`src/lcag_pkg.sv`:
```
// ----------------------------------------------------------------------------
// Game of life grid package
// Shared operation codes, field widths and the sequencer-to-grid control word.
// ----------------------------------------------------------------------------
package lcag_pkg;

	localparam int OP_W    = 2;
	localparam int COL_W   = 4;
	localparam int ROW_W   = 4;
	localparam int OUT_W   = 16;
	localparam int IN_TD_W = 16;

	localparam logic [OP_W-1:0] OP_SET  = 2'd0;
	localparam logic [OP_W-1:0] OP_STEP = 2'd1;
	localparam logic [OP_W-1:0] OP_READ = 2'd2;

	typedef struct packed {
		logic start;  // clear the previous-row register
		logic shift;  // rotate the row store by one row
		logic step;   // write back the next generation
		logic set;    // write back the row with the set mask applied
		logic last;   // the row at the head is the bottom row
	} lcag_ctl_t;

endpackage

```
`src/lcag_row_unit.sv`:
```
// ----------------------------------------------------------------------------
// Game of life row evaluator
// Computes one row of the next generation from three neighboring rows.
// ----------------------------------------------------------------------------
module lcag_row_unit
	import lcag_pkg::*;
#(
	parameter int GRID_SIZE = 16
) (
	input  logic [GRID_SIZE-1:0] above,
	input  logic [GRID_SIZE-1:0] mid,
	input  logic [GRID_SIZE-1:0] below,
	output logic [GRID_SIZE-1:0] next_row
);

	logic [GRID_SIZE+1:0] pad_a;
	logic [GRID_SIZE+1:0] pad_m;
	logic [GRID_SIZE+1:0] pad_b;

	// Cells off the grid edge count as dead.
	assign pad_a = {1'b0, above, 1'b0};
	assign pad_m = {1'b0, mid, 1'b0};
	assign pad_b = {1'b0, below, 1'b0};

	always_comb begin
		logic [3:0] n;
		for (int k = 0; k < GRID_SIZE; k++) begin
			n = 4'(pad_a[k]) + 4'(pad_a[k+1]) + 4'(pad_a[k+2])
			  + 4'(pad_m[k]) + 4'(pad_m[k+2])
			  + 4'(pad_b[k]) + 4'(pad_b[k+1]) + 4'(pad_b[k+2]);
			next_row[k] = (n == 4'd3) || (mid[k] && (n == 4'd2));
		end
	end

endmodule

```
`src/lcag_grid.sv`:
```
// ----------------------------------------------------------------------------
// Game of life rotating row store
// Holds the grid as a ring of rows and rewrites the head row on each shift.
// ----------------------------------------------------------------------------
module lcag_grid
	import lcag_pkg::*;
#(
	parameter int GRID_SIZE = 16
) (
	input  logic                 clk,
	input  logic                 arst_n,
	input  lcag_ctl_t            ctl,
	input  logic [COL_W-1:0]     set_col,
	output logic [GRID_SIZE-1:0] head_row
);

	logic [GRID_SIZE-1:0] rows_q [GRID_SIZE];
	logic [GRID_SIZE-1:0] prev_q;
	logic [GRID_SIZE-1:0] below;
	logic [GRID_SIZE-1:0] next_row;
	logic [GRID_SIZE-1:0] set_mask;

	assign below = ctl.last ? '0 : rows_q[1];

	lcag_row_unit #(
		.GRID_SIZE(GRID_SIZE)
	) u_row_unit (
		.above   (prev_q),
		.mid     (rows_q[0]),
		.below   (below),
		.next_row(next_row)
	);

	always_comb begin
		for (int k = 0; k < GRID_SIZE; k++) begin
			set_mask[k] = ctl.set && (int'(set_col) == k);
		end
	end

	// Row written back at the tail: new generation, or the head with the set bit.
	assign head_row = ctl.step ? next_row : (rows_q[0] | set_mask);

	always_ff @(posedge clk or negedge arst_n) begin
		if (!arst_n) begin
			prev_q <= '0;
			for (int i = 0; i < GRID_SIZE; i++) begin
				rows_q[i] <= '0;
			end
		end else if (ctl.start) begin
			prev_q <= '0;
		end else if (ctl.shift) begin
			prev_q <= rows_q[0];
			for (int i = 0; i < GRID_SIZE - 1; i++) begin
				rows_q[i] <= rows_q[i+1];
			end
			rows_q[GRID_SIZE-1] <= head_row;
		end
	end

endmodule

```
`src/life_cellular_automaton_grid_top.sv`:
```
// ----------------------------------------------------------------------------
// Game of life grid, rule B3/S23
// Square grid of one-bit cells with set, advance and read operations.
// ----------------------------------------------------------------------------
// A new transaction is accepted only after the previous one has finished its turn of the row ring,
//   which passes one row per cycle through the single shared row evaluator.
// Every operation, set and read included, makes one full turn of the ring.
// Reset (arst_n low) kills all cells and empties the output register at once.
module life_cellular_automaton_grid_top
	import lcag_pkg::*;
#(
	parameter int GRID_SIZE = 16
) (
	input  logic               clk,
	input  logic               arst_n,
	input  logic               s_axis_tvalid,
	output logic               s_axis_tready,
	// [1:0] operation, [5:2] cell_column, [9:6] cell_row, [15:10] zero
	input  logic [IN_TD_W-1:0] s_axis_tdata,
	output logic               m_axis_tvalid,
	input  logic               m_axis_tready,
	// [15:0] row_cells
	output logic [OUT_W-1:0]   m_axis_tdata
);

	localparam int CntW = $clog2(GRID_SIZE);
	localparam int CmpW = (CntW > ROW_W) ? CntW : ROW_W;
	localparam int ExtW = (GRID_SIZE > OUT_W) ? GRID_SIZE : OUT_W;
	localparam logic [CntW-1:0] LastCnt = CntW'(GRID_SIZE - 1);

	localparam logic [1:0] ST_IDLE = 2'd0;
	localparam logic [1:0] ST_RUN  = 2'd1;
	localparam logic [1:0] ST_DONE = 2'd2;

	logic [1:0]           state_q;
	logic [CntW-1:0]      cnt_q;
	logic [OP_W-1:0]      op_q;
	logic [COL_W-1:0]     col_q;
	logic [ROW_W-1:0]     row_q;
	logic [OUT_W-1:0]     res_q;
	logic                 accept;
	logic                 out_free;
	logic                 row_hit;
	logic                 cnt_last;
	lcag_ctl_t            ctl;
	logic [GRID_SIZE-1:0] head_row;
	logic [ExtW-1:0]      head_ext;

	assign accept   = s_axis_tvalid && s_axis_tready;
	assign out_free = !m_axis_tvalid || m_axis_tready;
	// Take a new transaction when idle, or when the finished result moves out now.
	assign s_axis_tready = (state_q == ST_IDLE) || ((state_q == ST_DONE) && out_free);

	assign cnt_last = (cnt_q == LastCnt);
	assign row_hit  = (CmpW'(cnt_q) == CmpW'(row_q));

	// Drive the ring: one row per cycle while running. A set touches only the
	// addressed row as it passes the head.
	always_comb begin
		ctl.start = accept;
		ctl.shift = (state_q == ST_RUN);
		ctl.step  = (op_q == OP_STEP);
		ctl.set   = (op_q == OP_SET) && row_hit;
		ctl.last  = cnt_last;
	end

	lcag_grid #(
		.GRID_SIZE(GRID_SIZE)
	) u_grid (
		.clk     (clk),
		.arst_n  (arst_n),
		.ctl     (ctl),
		.set_col (col_q),
		.head_row(head_row)
	);

	// Report only the low columns; zero-fill narrow grids.
	assign head_ext = ExtW'(head_row);

	always_ff @(posedge clk or negedge arst_n) begin
		if (!arst_n) begin
			state_q       <= ST_IDLE;
			cnt_q         <= '0;
			op_q          <= OP_READ;
			m_axis_tvalid <= 1'b0;
		end else begin
			// Present a finished result, or drop valid once it has moved out.
			if ((state_q == ST_DONE) && out_free) begin
				m_axis_tvalid <= 1'b1;
			end else if (m_axis_tvalid && m_axis_tready) begin
				m_axis_tvalid <= 1'b0;
			end
			case (state_q)
				ST_IDLE: begin
					if (accept) begin
						state_q <= ST_RUN;
					end
				end
				ST_RUN: begin
					if (cnt_last) begin
						state_q <= ST_DONE;
					end else begin
						cnt_q <= cnt_q + 1'b1;
					end
				end
				ST_DONE: begin
					// Hold the result until the output register frees up.
					if (out_free) begin
						state_q <= accept ? ST_RUN : ST_IDLE;
					end
				end
				default: begin
					state_q <= ST_IDLE;
				end
			endcase
			if (accept) begin
				cnt_q <= '0;
				op_q  <= s_axis_tdata[OP_W-1:0];
			end
		end
	end

	// Payload registers.
	always_ff @(posedge clk) begin
		if (accept) begin
			col_q <= s_axis_tdata[OP_W +: COL_W];
			row_q <= s_axis_tdata[OP_W+COL_W +: ROW_W];
			res_q <= '0;  // rows off the grid never hit and report zero
		end else if ((state_q == ST_RUN) && row_hit) begin
			res_q <= head_ext[OUT_W-1:0];
		end
		if ((state_q == ST_DONE) && out_free) begin
			m_axis_tdata <= res_q;
		end
	end

`ifndef SYNTH
	a_busy_not_ready: assert property (@(posedge clk) disable iff (!arst_n)
		(state_q == ST_RUN) |-> !s_axis_tready)
		else $error("input ready while the ring is turning");

	a_cnt_range: assert property (@(posedge clk) disable iff (!arst_n)
		cnt_q <= LastCnt)
		else $error("row counter beyond the grid");

	a_result_load: assert property (@(posedge clk) disable iff (!arst_n)
		((state_q == ST_DONE) && out_free) |=> m_axis_tvalid)
		else $error("finished result not presented");

	a_valid_source: assert property (@(posedge clk) disable iff (!arst_n)
		$rose(m_axis_tvalid) |-> ($past(state_q) == ST_DONE))
		else $error("result raised outside the done state");
`endif

endmodule
```
`config.mk`:
```
export PLATFORM = sky130hd
export DESIGN_NAME = life_cellular_automaton_grid_top
export DESIGN_NICKNAME = d
export VERILOG_FILES = /design/src/lcag_pkg.sv /design/src/lcag_row_unit.sv /design/src/lcag_grid.sv /design/src/life_cellular_automaton_grid_top.sv
export SDC_FILE = /design/constraint.sdc
export NUM_CORES = 1
export LEC_CHECK = 0
export ABC_AREA = 1
export ABC_CLOCK_PERIOD_IN_PS = 4000
export BUFFER_PORTS_ARGS = -buffer_cell sky130_fd_sc_hd__clkbuf_2
export CAP_MARGIN = 20
export CELL_PAD_IN_SITES_DETAIL_PLACEMENT = 1
export CELL_PAD_IN_SITES_GLOBAL_PLACEMENT = 2
export CORE_ASPECT_RATIO = 0.7
export CORE_UTILIZATION = 36
export DETAILED_ROUTE_END_ITERATION = 10
export GPL_ROUTABILITY_DRIVEN = 1
export HOLD_SLACK_MARGIN = 0.02
export PLACE_DENSITY_LB_ADDON = 0.1
export SLEW_MARGIN = 20
export SYNTH_ARGS = -nofsm -noshare
export SYNTH_HDL_FRONTEND = slang
export SYNTH_SLANG_ARGS = --single-unit
export TNS_END_PERCENT = 10
```
`constraint.sdc`:
```
create_clock -name clk -period 4 [get_ports clk]
set_input_delay 0.8 -clock clk [delete_from_list [all_inputs] [get_ports clk]]
set_output_delay 0.8 -clock clk [all_outputs]
set_load 0.05 [all_outputs]
```
==> load_flow_metrics.sql, run 1 <==
INSERT INTO impl_metrics (metric_group, metric, value, unit) VALUES
('run_status', 'run_status', 'complete, no violations', ''),
('placement', 'count_of_input_and_output_buffers', '31', ''),
('routing', 'totalWireLength', '35.4', 'mm'),
('clock_network', 'clkSinkCount', '321', ''),
('global_route', 'vias_in_the_first_global_route', '11744', ''),
('timing', 'layout_worst_path_cycle_share', '99.1', '%'),
('finish', 'n_antenna_cell', '0', ''),
('flow_run', 'max_cap_viols', '0', ''),
('routing', 'drt-pass1-iter-count', '4', ''),
('placement', 'gp_congestion', '0.775', ''),
('global_route', 'grt_pass1_wl', '59.8', 'mm'),
('yosys', 'synth_cell_types', '33', ''),
('finish', 'fraction_of_layout_cells_with_a_size_suffix_above_1', '9.93', '%'),
('global_route', 'groute.usage.overall', '17.1', '%'),
('routing', 'drc', '0', ''),
('routing', 'drt-vias-per-instance', '4.78', ''),
('finish', 'area_grow_syn2layout', '14.5', '%'),
('timing', 'clock.fmax', '252', 'MHz'),
('yosys', 'post_synth_edffs', '24', ''),
('worst_setup_path', 'timing.reg2reg.worst_path_depth', '19', ''),
('placement', 'area_of_placed_instances', '15900', 'um2'),
('timing', 'time_the_final_worst_path_needs_with_i_o_delays_and_setup', '3960', 'ps'),
('finish', 'count_of_nets_after_finishing', '1864', ''),
('clock_network', 'tritoncts', 'built', ''),
('clock_network', 'clk_latency', '530', 'ps'),
('clock_network', 'cts_buffers', '37', ''),
('yosys', 'synthMostInstantiatedCell', 'nand2_1', ''),
('worst_setup_path', 'cp.buffers_inverters', '5', ''),
('die', 'boundaryPins', '38', ''),
('placement', 'place.detailed.hpwl', '22.1', 'mm'),
('timing', 'hold_viol_final', '0', ''),
('timing', 'timing.slew.headroom', '33.0', '%'),
('power', 'total_switching_power', '0.00385', 'W'),
('clock_network', 'number_of_hold_buffers_added_after_cts', '0', ''),
('worst_setup_path', 'endpoint_type_of_the_worst_setup_path', 'register', ''),
('power', 'power_density', '610', 'nW/um2'),
('power', 'power.static_leakage', '9.12', 'nW'),
('timing', 'setup_viol_count_final', '0', ''),
('worst_setup_path', 'crit_path_max_incr_delay', '520', 'ps'),
('yosys', 'synthesis.yosys.warnings', '0', ''),
('clock_network', 'clkSlewWorstSetupHoldPaths', '60', 'ps'),
('global_route', 'grt_overflow_total', '0', ''),
('timing', 'final_max_slew_viol_count', '0', ''),
('worst_setup_path', 'path_max_fanout', '6', ''),
('power', 'internal_power', '0.00671', 'W'),
('worst_setup_path', 'worst_path_dominant_cell_family', 'adder cells', ''),
('routing', 'routedWlPerCell', '15.3', 'um'),
('finish', 'finalInstanceArea', '17300', 'um2'),
('yosys', 'synth_seq_area_share', '53.3', '%'),
('worst_setup_path', 'ff_to_ff_setup_slack', '40', 'ps'),
('timing', 'finalClockSkew', '14.7', 'ps'),
('power', 'power.ir.vdd_worst', '0.394', 'mV'),
('die', 'die_height', '174', 'um'),
('power', 'power', '0.0106', 'W'),
('die', 'core-area', '41300', 'um2'),
('yosys', 'synthArstFlopShare', '87.5', '%'),
('routing', 'num_vias', '11075', ''),
('yosys', 'synthesis.area_per_instance', '8.82', 'um2'),
('yosys', 'synth_top_cell_by_area', 'dfrtp_1', ''),
('die', 'initial_core_util', '36.7', '%'),
('yosys', 'synthFlopType', 'dfrtp_1', ''),
('yosys', 'netlist.area_leader.share', '46.3', '%'),
('timing', 'setup_repair_after_global_routing_missed_its_margin', 'yes', ''),
('worst_setup_path', 'cp_cell_sequence', 'ha_2 -> nand2_2 -> inv_4 -> nand2_8 -> clkbuf_16 -> nand2_4 -> inv_4 -> fa_1 -> inv_2 -> fa_1 -> inv_1 -> fa_1 -> ha_2 -> fa_2 -> o21ai_2 -> o2111ai_2 -> nand2_1 -> nand2_2 -> nand2_2', ''),
('clock_network', 'clock_path_buffers', '3', ''),
('worst_setup_path', 'crit_type', 'register to register', ''),
('worst_setup_path', 'timing.rr.start', 'cnt_q[0]', ''),
('die', 'die_area', '42900', 'um2'),
('worst_setup_path', 'setup.worst_path.start_class', 'register', ''),
('power', 'p_clk_share', '31.1', '%'),
('yosys', 'postSynthCellCount', '1716', '');
[registers in the layout, summed over array words and instances (netlist names)]
| register | cells |
|---|---|
| col_q | 4 |
| m_axis_tdata | 16 |
| state_q | 2 |
| u_grid.rows_q | 256 |
| res_q | 16 |
| row_q | 4 |
| m_axis_tvalid | 1 |
| op_q | 2 |
| cnt_q | 4 |
| u_grid.prev_q | 16 |
[worst max path at each step]
stage	from	endpoint	slack [ps]	cells past startpoint
final	cnt_q[0]	u_grid.rows_q[14]	40	19
after global routing	cnt_q[0]	res_q[2]	-150	21
after CTS	cnt_q[0]	u_grid.rows_q[14]	-40	20
after detailed placement	cnt_q[0]	res_q[4]	-80	19
after global placement	cnt_q[0]	res_q[4]	-10	19
after floorplan	cnt_q[0]	u_grid.rows_q[2]	310	21
[placed cells by master, fill, tap and decap left out, types with 7 or more instances in the layout]
cell         n
a21boi_0    10
buf_4       26
clkbuf_1     7
clkbuf_16   38
clkbuf_2    30
clkbuf_8     8
dfrtp_1    280
dfxtp_1     16
edfxtp_1    24
fa_1        42
ha_1        45
inv_1      153
inv_2        7
nand2_1    771
nand2_2     12
nand3_1     20
nand4_1     20
nor2_1      38
nor2_2       9
nor3_1      10
o2111ai_1   12
o21a_1      16
o21ai_0     83
o21bai_1    12
o22ai_1     14
xor2_1      11
[logic make-up after synthesis]
group                      Yosys count  synth area share, %
and+or+nand+nor                    895                 23.2
DFF                                321                 53.3
buffers and inverters              235                 6.26
AOI/OAI and AO/OA                  158                 6.31
adders and majority gates           95                 10.2
xor gates and xnor gates            12                0.694
[timing repair]
action	in CTS	in global routing
gates resized for setup	12	43
setup buffers	0	4
setup endpoints to repair	15	28
pin swaps	8	27
cloned	1	1
[cell type report]
| type | instances | area [um2] | share of cell area (%) |
|---|---|---|---|
| well taps | 544 | 681 | 3.93 |
| clock inverters | 10 | 88.8 | 0.513 |
| clock buffers | 52 | 1060 | 6.13 |
| flip-flops and latches | 321 | 8070 | 46.6 |
| repair buffers | 65 | 529 | 3.05 |
| multi-input cells | 1160 | 6270 | 36.2 |
| inverters | 164 | 628 | 3.62 |
[metal layers]
layer	up-vias	part of all wire, %	GRT usage [%]
met5	-	0	0
met4	0	1.7	4.01
met3	47	3.3	3.25
met2	83	44	26.1
met1	5554	51	25.1
li1	5391	-	-
[through the flow]
stage,cells,utilization (%),hold slack (ps),setup slack (ps)
6_report,2316,42.0,288,37.3
4_1_cts,2311,41.5,330,-35.6
3_3_place_gp,2248,38.6,414,-14.7
2_1_floorplan,1716,-,409,313
5_1_grt,2316,42.0,354,-153
3_5_place_dp,2248,38.6,418,-84.7
[power by group through the flow]
stage | logic [W] | clock network [W] | registers, W
finish | 0.00316 | 0.00328 | 0.00413
global route | 0.00360 | 0.00353 | 0.00419
CTS | 0.00312 | 0.00341 | 0.00412
detailed placement | 0.00306 | 0 | 0.00417
global placement | 0.00300 | 0 | 0.00416
floorplan | 0.00222 | 0 | 0.00410
Note: power is estimated with default switching activity, not from simulation.
==> run 2, diff against run 1 <==
--- a/config.mk
+++ b/config.mk
@@ -10,9 +10,9 @@
 export BUFFER_PORTS_ARGS = -buffer_cell sky130_fd_sc_hd__clkbuf_2
 export CAP_MARGIN = 20
 export CELL_PAD_IN_SITES_DETAIL_PLACEMENT = 1
-export CELL_PAD_IN_SITES_GLOBAL_PLACEMENT = 2
+export CELL_PAD_IN_SITES_GLOBAL_PLACEMENT = 1
 export CORE_ASPECT_RATIO = 0.7
-export CORE_UTILIZATION = 36
+export CORE_UTILIZATION = 44
 export DETAILED_ROUTE_END_ITERATION = 10
 export GPL_ROUTABILITY_DRIVEN = 1
 export HOLD_SLACK_MARGIN = 0.02
==> load_flow_metrics.sql, run 2 (synthesis gave the netlist of run 1 again) <==
INSERT INTO impl_metrics (metric_group, metric, value, unit) VALUES
('run_status', 'run_status', 'complete, no violations', ''),
('die', 'boundaryPins', '38', ''),
('global_route', 'vias_in_the_first_global_route', '11920', ''),
('die', 'initial_core_util', '44.9', '%'),
('timing', 'time_the_final_worst_path_needs_with_i_o_delays_and_setup', '3990', 'ps'),
('finish', 'area.sequential', '8070', 'um2'),
('finish', 'area_grow_syn2layout', '14.1', '%'),
('finish', 'n_antenna_cell', '0', ''),
('power', 'total_switching_power', '0.00387', 'W'),
('min_path', 'hold_path.class', 'input pin to async pin', ''),
('worst_setup_path', 'critical_path_arrival', '4460', 'ps'),
('timing', 'timing.slew.headroom', '40.3', '%'),
('worst_setup_path', 'path_max_fanout', '7', ''),
('global_route', 'grt_pass1_wl', '60.0', 'mm'),
('finish', 'largest_register_ff_count', '256', ''),
('finish', 'fillerInstances', '3938', ''),
('global_route', 'grt_overflow_total', '0', ''),
('clock_network', 'clkSinkCount', '321', ''),
('die', 'core.rowCount', '56', ''),
('worst_setup_path', 'cp_common_cell', 'nand2_2', ''),
('worst_setup_path', 'crit_type', 'register to register', ''),
('power', 'internal_power', '0.00674', 'W'),
('placement', 'count_of_input_and_output_buffers', '31', ''),
('worst_setup_path', 'cp_cell_sequence', 'ha_4 -> nand2_2 -> inv_2 -> nand2_4 -> buf_12 -> buf_6 -> nand2_2 -> inv_2 -> nor2_1 -> a21oi_1 -> ha_1 -> inv_2 -> fa_1 -> fa_1 -> nor2_2 -> fa_2 -> o2111ai_2 -> nor2_1 -> nand2_2 -> nand2_2 -> nand2_2 -> nand2_1', ''),
('power', 'power.ir.vdd_worst', '0.398', 'mV'),
('finish', 'largest_register', 'u_grid.rows_q', ''),
('routing', 'drc', '0', ''),
('finish', 'fraction_of_layout_cells_with_a_size_suffix_above_1', '10.9', '%'),
('clock_network', 'tritoncts', 'built', ''),
('clock_network', 'root_buffer', 'clkbuf_16', ''),
('timing', 'layout_worst_path_cycle_share', '99.8', '%'),
('worst_setup_path', 'cp.buffers_inverters', '5', ''),
('routing', 'totalWireLength', '34.9', 'mm'),
('flow_run', 'max_cap_viols', '0', ''),
('timing', 'setup_viol_count_final', '0', ''),
('finish', 'layout.cells.most_common', 'nand2_1', ''),
('power', 'p_clk_share', '30.1', '%'),
('timing', 'hold_viol_final', '0', ''),
('global_route', 'grt_start_max_net_pins', '153', ''),
('timing', 'clock.fmax', '250', 'MHz'),
('power', 'pwr-share-seq', '39.0', '%'),
('timing', 'finalClockSkew', '18.9', 'ps'),
('placement', 'gp_congestion', '0.799', ''),
('power', 'combPwrFrac', '30.9', '%'),
('finish', 'multiInputGateArea', '6280', 'um2'),
('clock_network', 'cts_buffers', '35', ''),
('die', 'die_height', '157', 'um'),
('timing', 'fin_worst_hold_slack', '250', 'ps'),
('global_route', 'antenna_violations_before_repair', '0', ''),
('finish', 'count_of_nets_after_finishing', '1870', ''),
('timing', 'setup_total_negative_slack', '0', 'ps'),
('timing', 'tightest_slew', '895', 'ps'),
('clock_network', 'clkSlewWorstSetupHoldPaths', '60', 'ps'),
('routing', 'drt-vias-per-instance', '4.97', ''),
('worst_setup_path', 'endpoint_type_of_the_worst_setup_path', 'register', ''),
('die', 'die_x', '224', 'um'),
('power', 'power.static_leakage', '9.14', 'nW'),
('routing', 'detail-route-antenna-nets', '0', ''),
('routing', 'drt_iter0_drc', '700', ''),
('die', 'die_area', '35200', 'um2'),
('placement', 'dpl.cell_count', '2168', ''),
('placement', 'place.detailed.hpwl', '22.0', 'mm'),
('clock_network', 'clk_latency', '540', 'ps'),
('finish', 'final-instance-count-excl-fill', '2243', ''),
('worst_setup_path', 'cp_max_stage_cell', 'fa_1', ''),
('finish', 'final_cell_mix', 'nand2_1, dfrtp_1, inv_1', ''),
('timing', 'setup_repair_after_global_routing_missed_its_margin', 'yes', ''),
('worst_setup_path', 'worst_path_dominant_cell_family', 'adder cells', ''),
('die', 'core-area', '33700', 'um2'),
('clock_network', 'clock_path_buffers', '3', ''),
('timing', 'final_max_slew_viol_count', '0', ''),
('power', 'power_density', '614', 'nW/um2'),
('routing', 'routedWlPerCell', '15.6', 'um'),
('global_route', 'groute.usage.overall', '21.1', '%'),
('clock_network', 'clock_h_tree_levels', '2', ''),
('worst_setup_path', 'crit_path_max_incr_delay', '590', 'ps'),
('worst_setup_path', 'critPathRequiredTime', '4460', 'ps'),
('power', 'power', '0.0106', 'W'),
('power', 'sw_frac_of_total', '36.5', '%'),
('routing', 'num_vias', '11147', ''),
('worst_setup_path', 'setup.worst_path.start_class', 'register', ''),
('routing', 'drt-pass1-iter-count', '5', '');
-- run 2: cell type report --
cell class | instances | area share (%)
tap | 464 | 3.36
timing repair buffer | 73 | 3.41
sequential | 321 | 46.8
clock buffer | 49 | 5.91
clock inverter | 12 | 0.587
multi-input combinational | 1160 | 36.4
inverter | 164 | 3.62
-- run 2: worst paths after layout --
check,startpoint,end,slack [ps],depth (start not counted)
worst min-delay path,arst_n,state_q[1],250,1
min in group clk,res_q[12],m_axis_tdata[12],430,0
worst max-delay path,cnt_q[0],u_grid.rows_q[2],7,22
worst max register to register,cnt_q[0],u_grid.rows_q[2],7,22
worst min register to register,res_q[12],m_axis_tdata[12],430,0
max in group asynchronous,arst_n,u_grid.rows_q[22],2830,2
-- run 2: power groups by stage --
stage	clock (W)	combinational, W	sequential [W]
2_1_floorplan	0	0.00222	0.00410
3_3_place_gp	0	0.00293	0.00416
3_5_place_dp	0	0.00304	0.00418
4_1_cts	0.00330	0.00315	0.00412
5_1_grt	0.00341	0.00371	0.00420
6_report	0.00319	0.00328	0.00413
-- run 2: repair_timing --
| item | 4_1_cts | 5_1_grt |
|---|---|---|
| gates cloned | 1 | 1 |
| setup buffers | 4 | 8 |
| gates resized for setup | 12 | 52 |
| hold buffers | 0 | 0 |
| pin swaps | 8 | 36 |
| setup endpoints to repair | 20 | 28 |
-- run 2: metal layers --
metal / GRT usage, % / wire length (um)
met1: 29.7 / 17200
met2: 34.3 / 16100
met3: 3.17 / 979
met4: 5.54 / 653
met5: 0 / 0
-- run 2: stage by stage --
step	worst slack [ps]	util, %	instance area, um2
2_1_floorplan	313	-	15100
3_3_place_gp	0.994	47.0	15800
3_5_place_dp	-182	47.0	15800
4_1_cts	12.2	50.6	17000
5_1_grt	-96.3	51.2	17300
6_report	6.53	51.2	17300
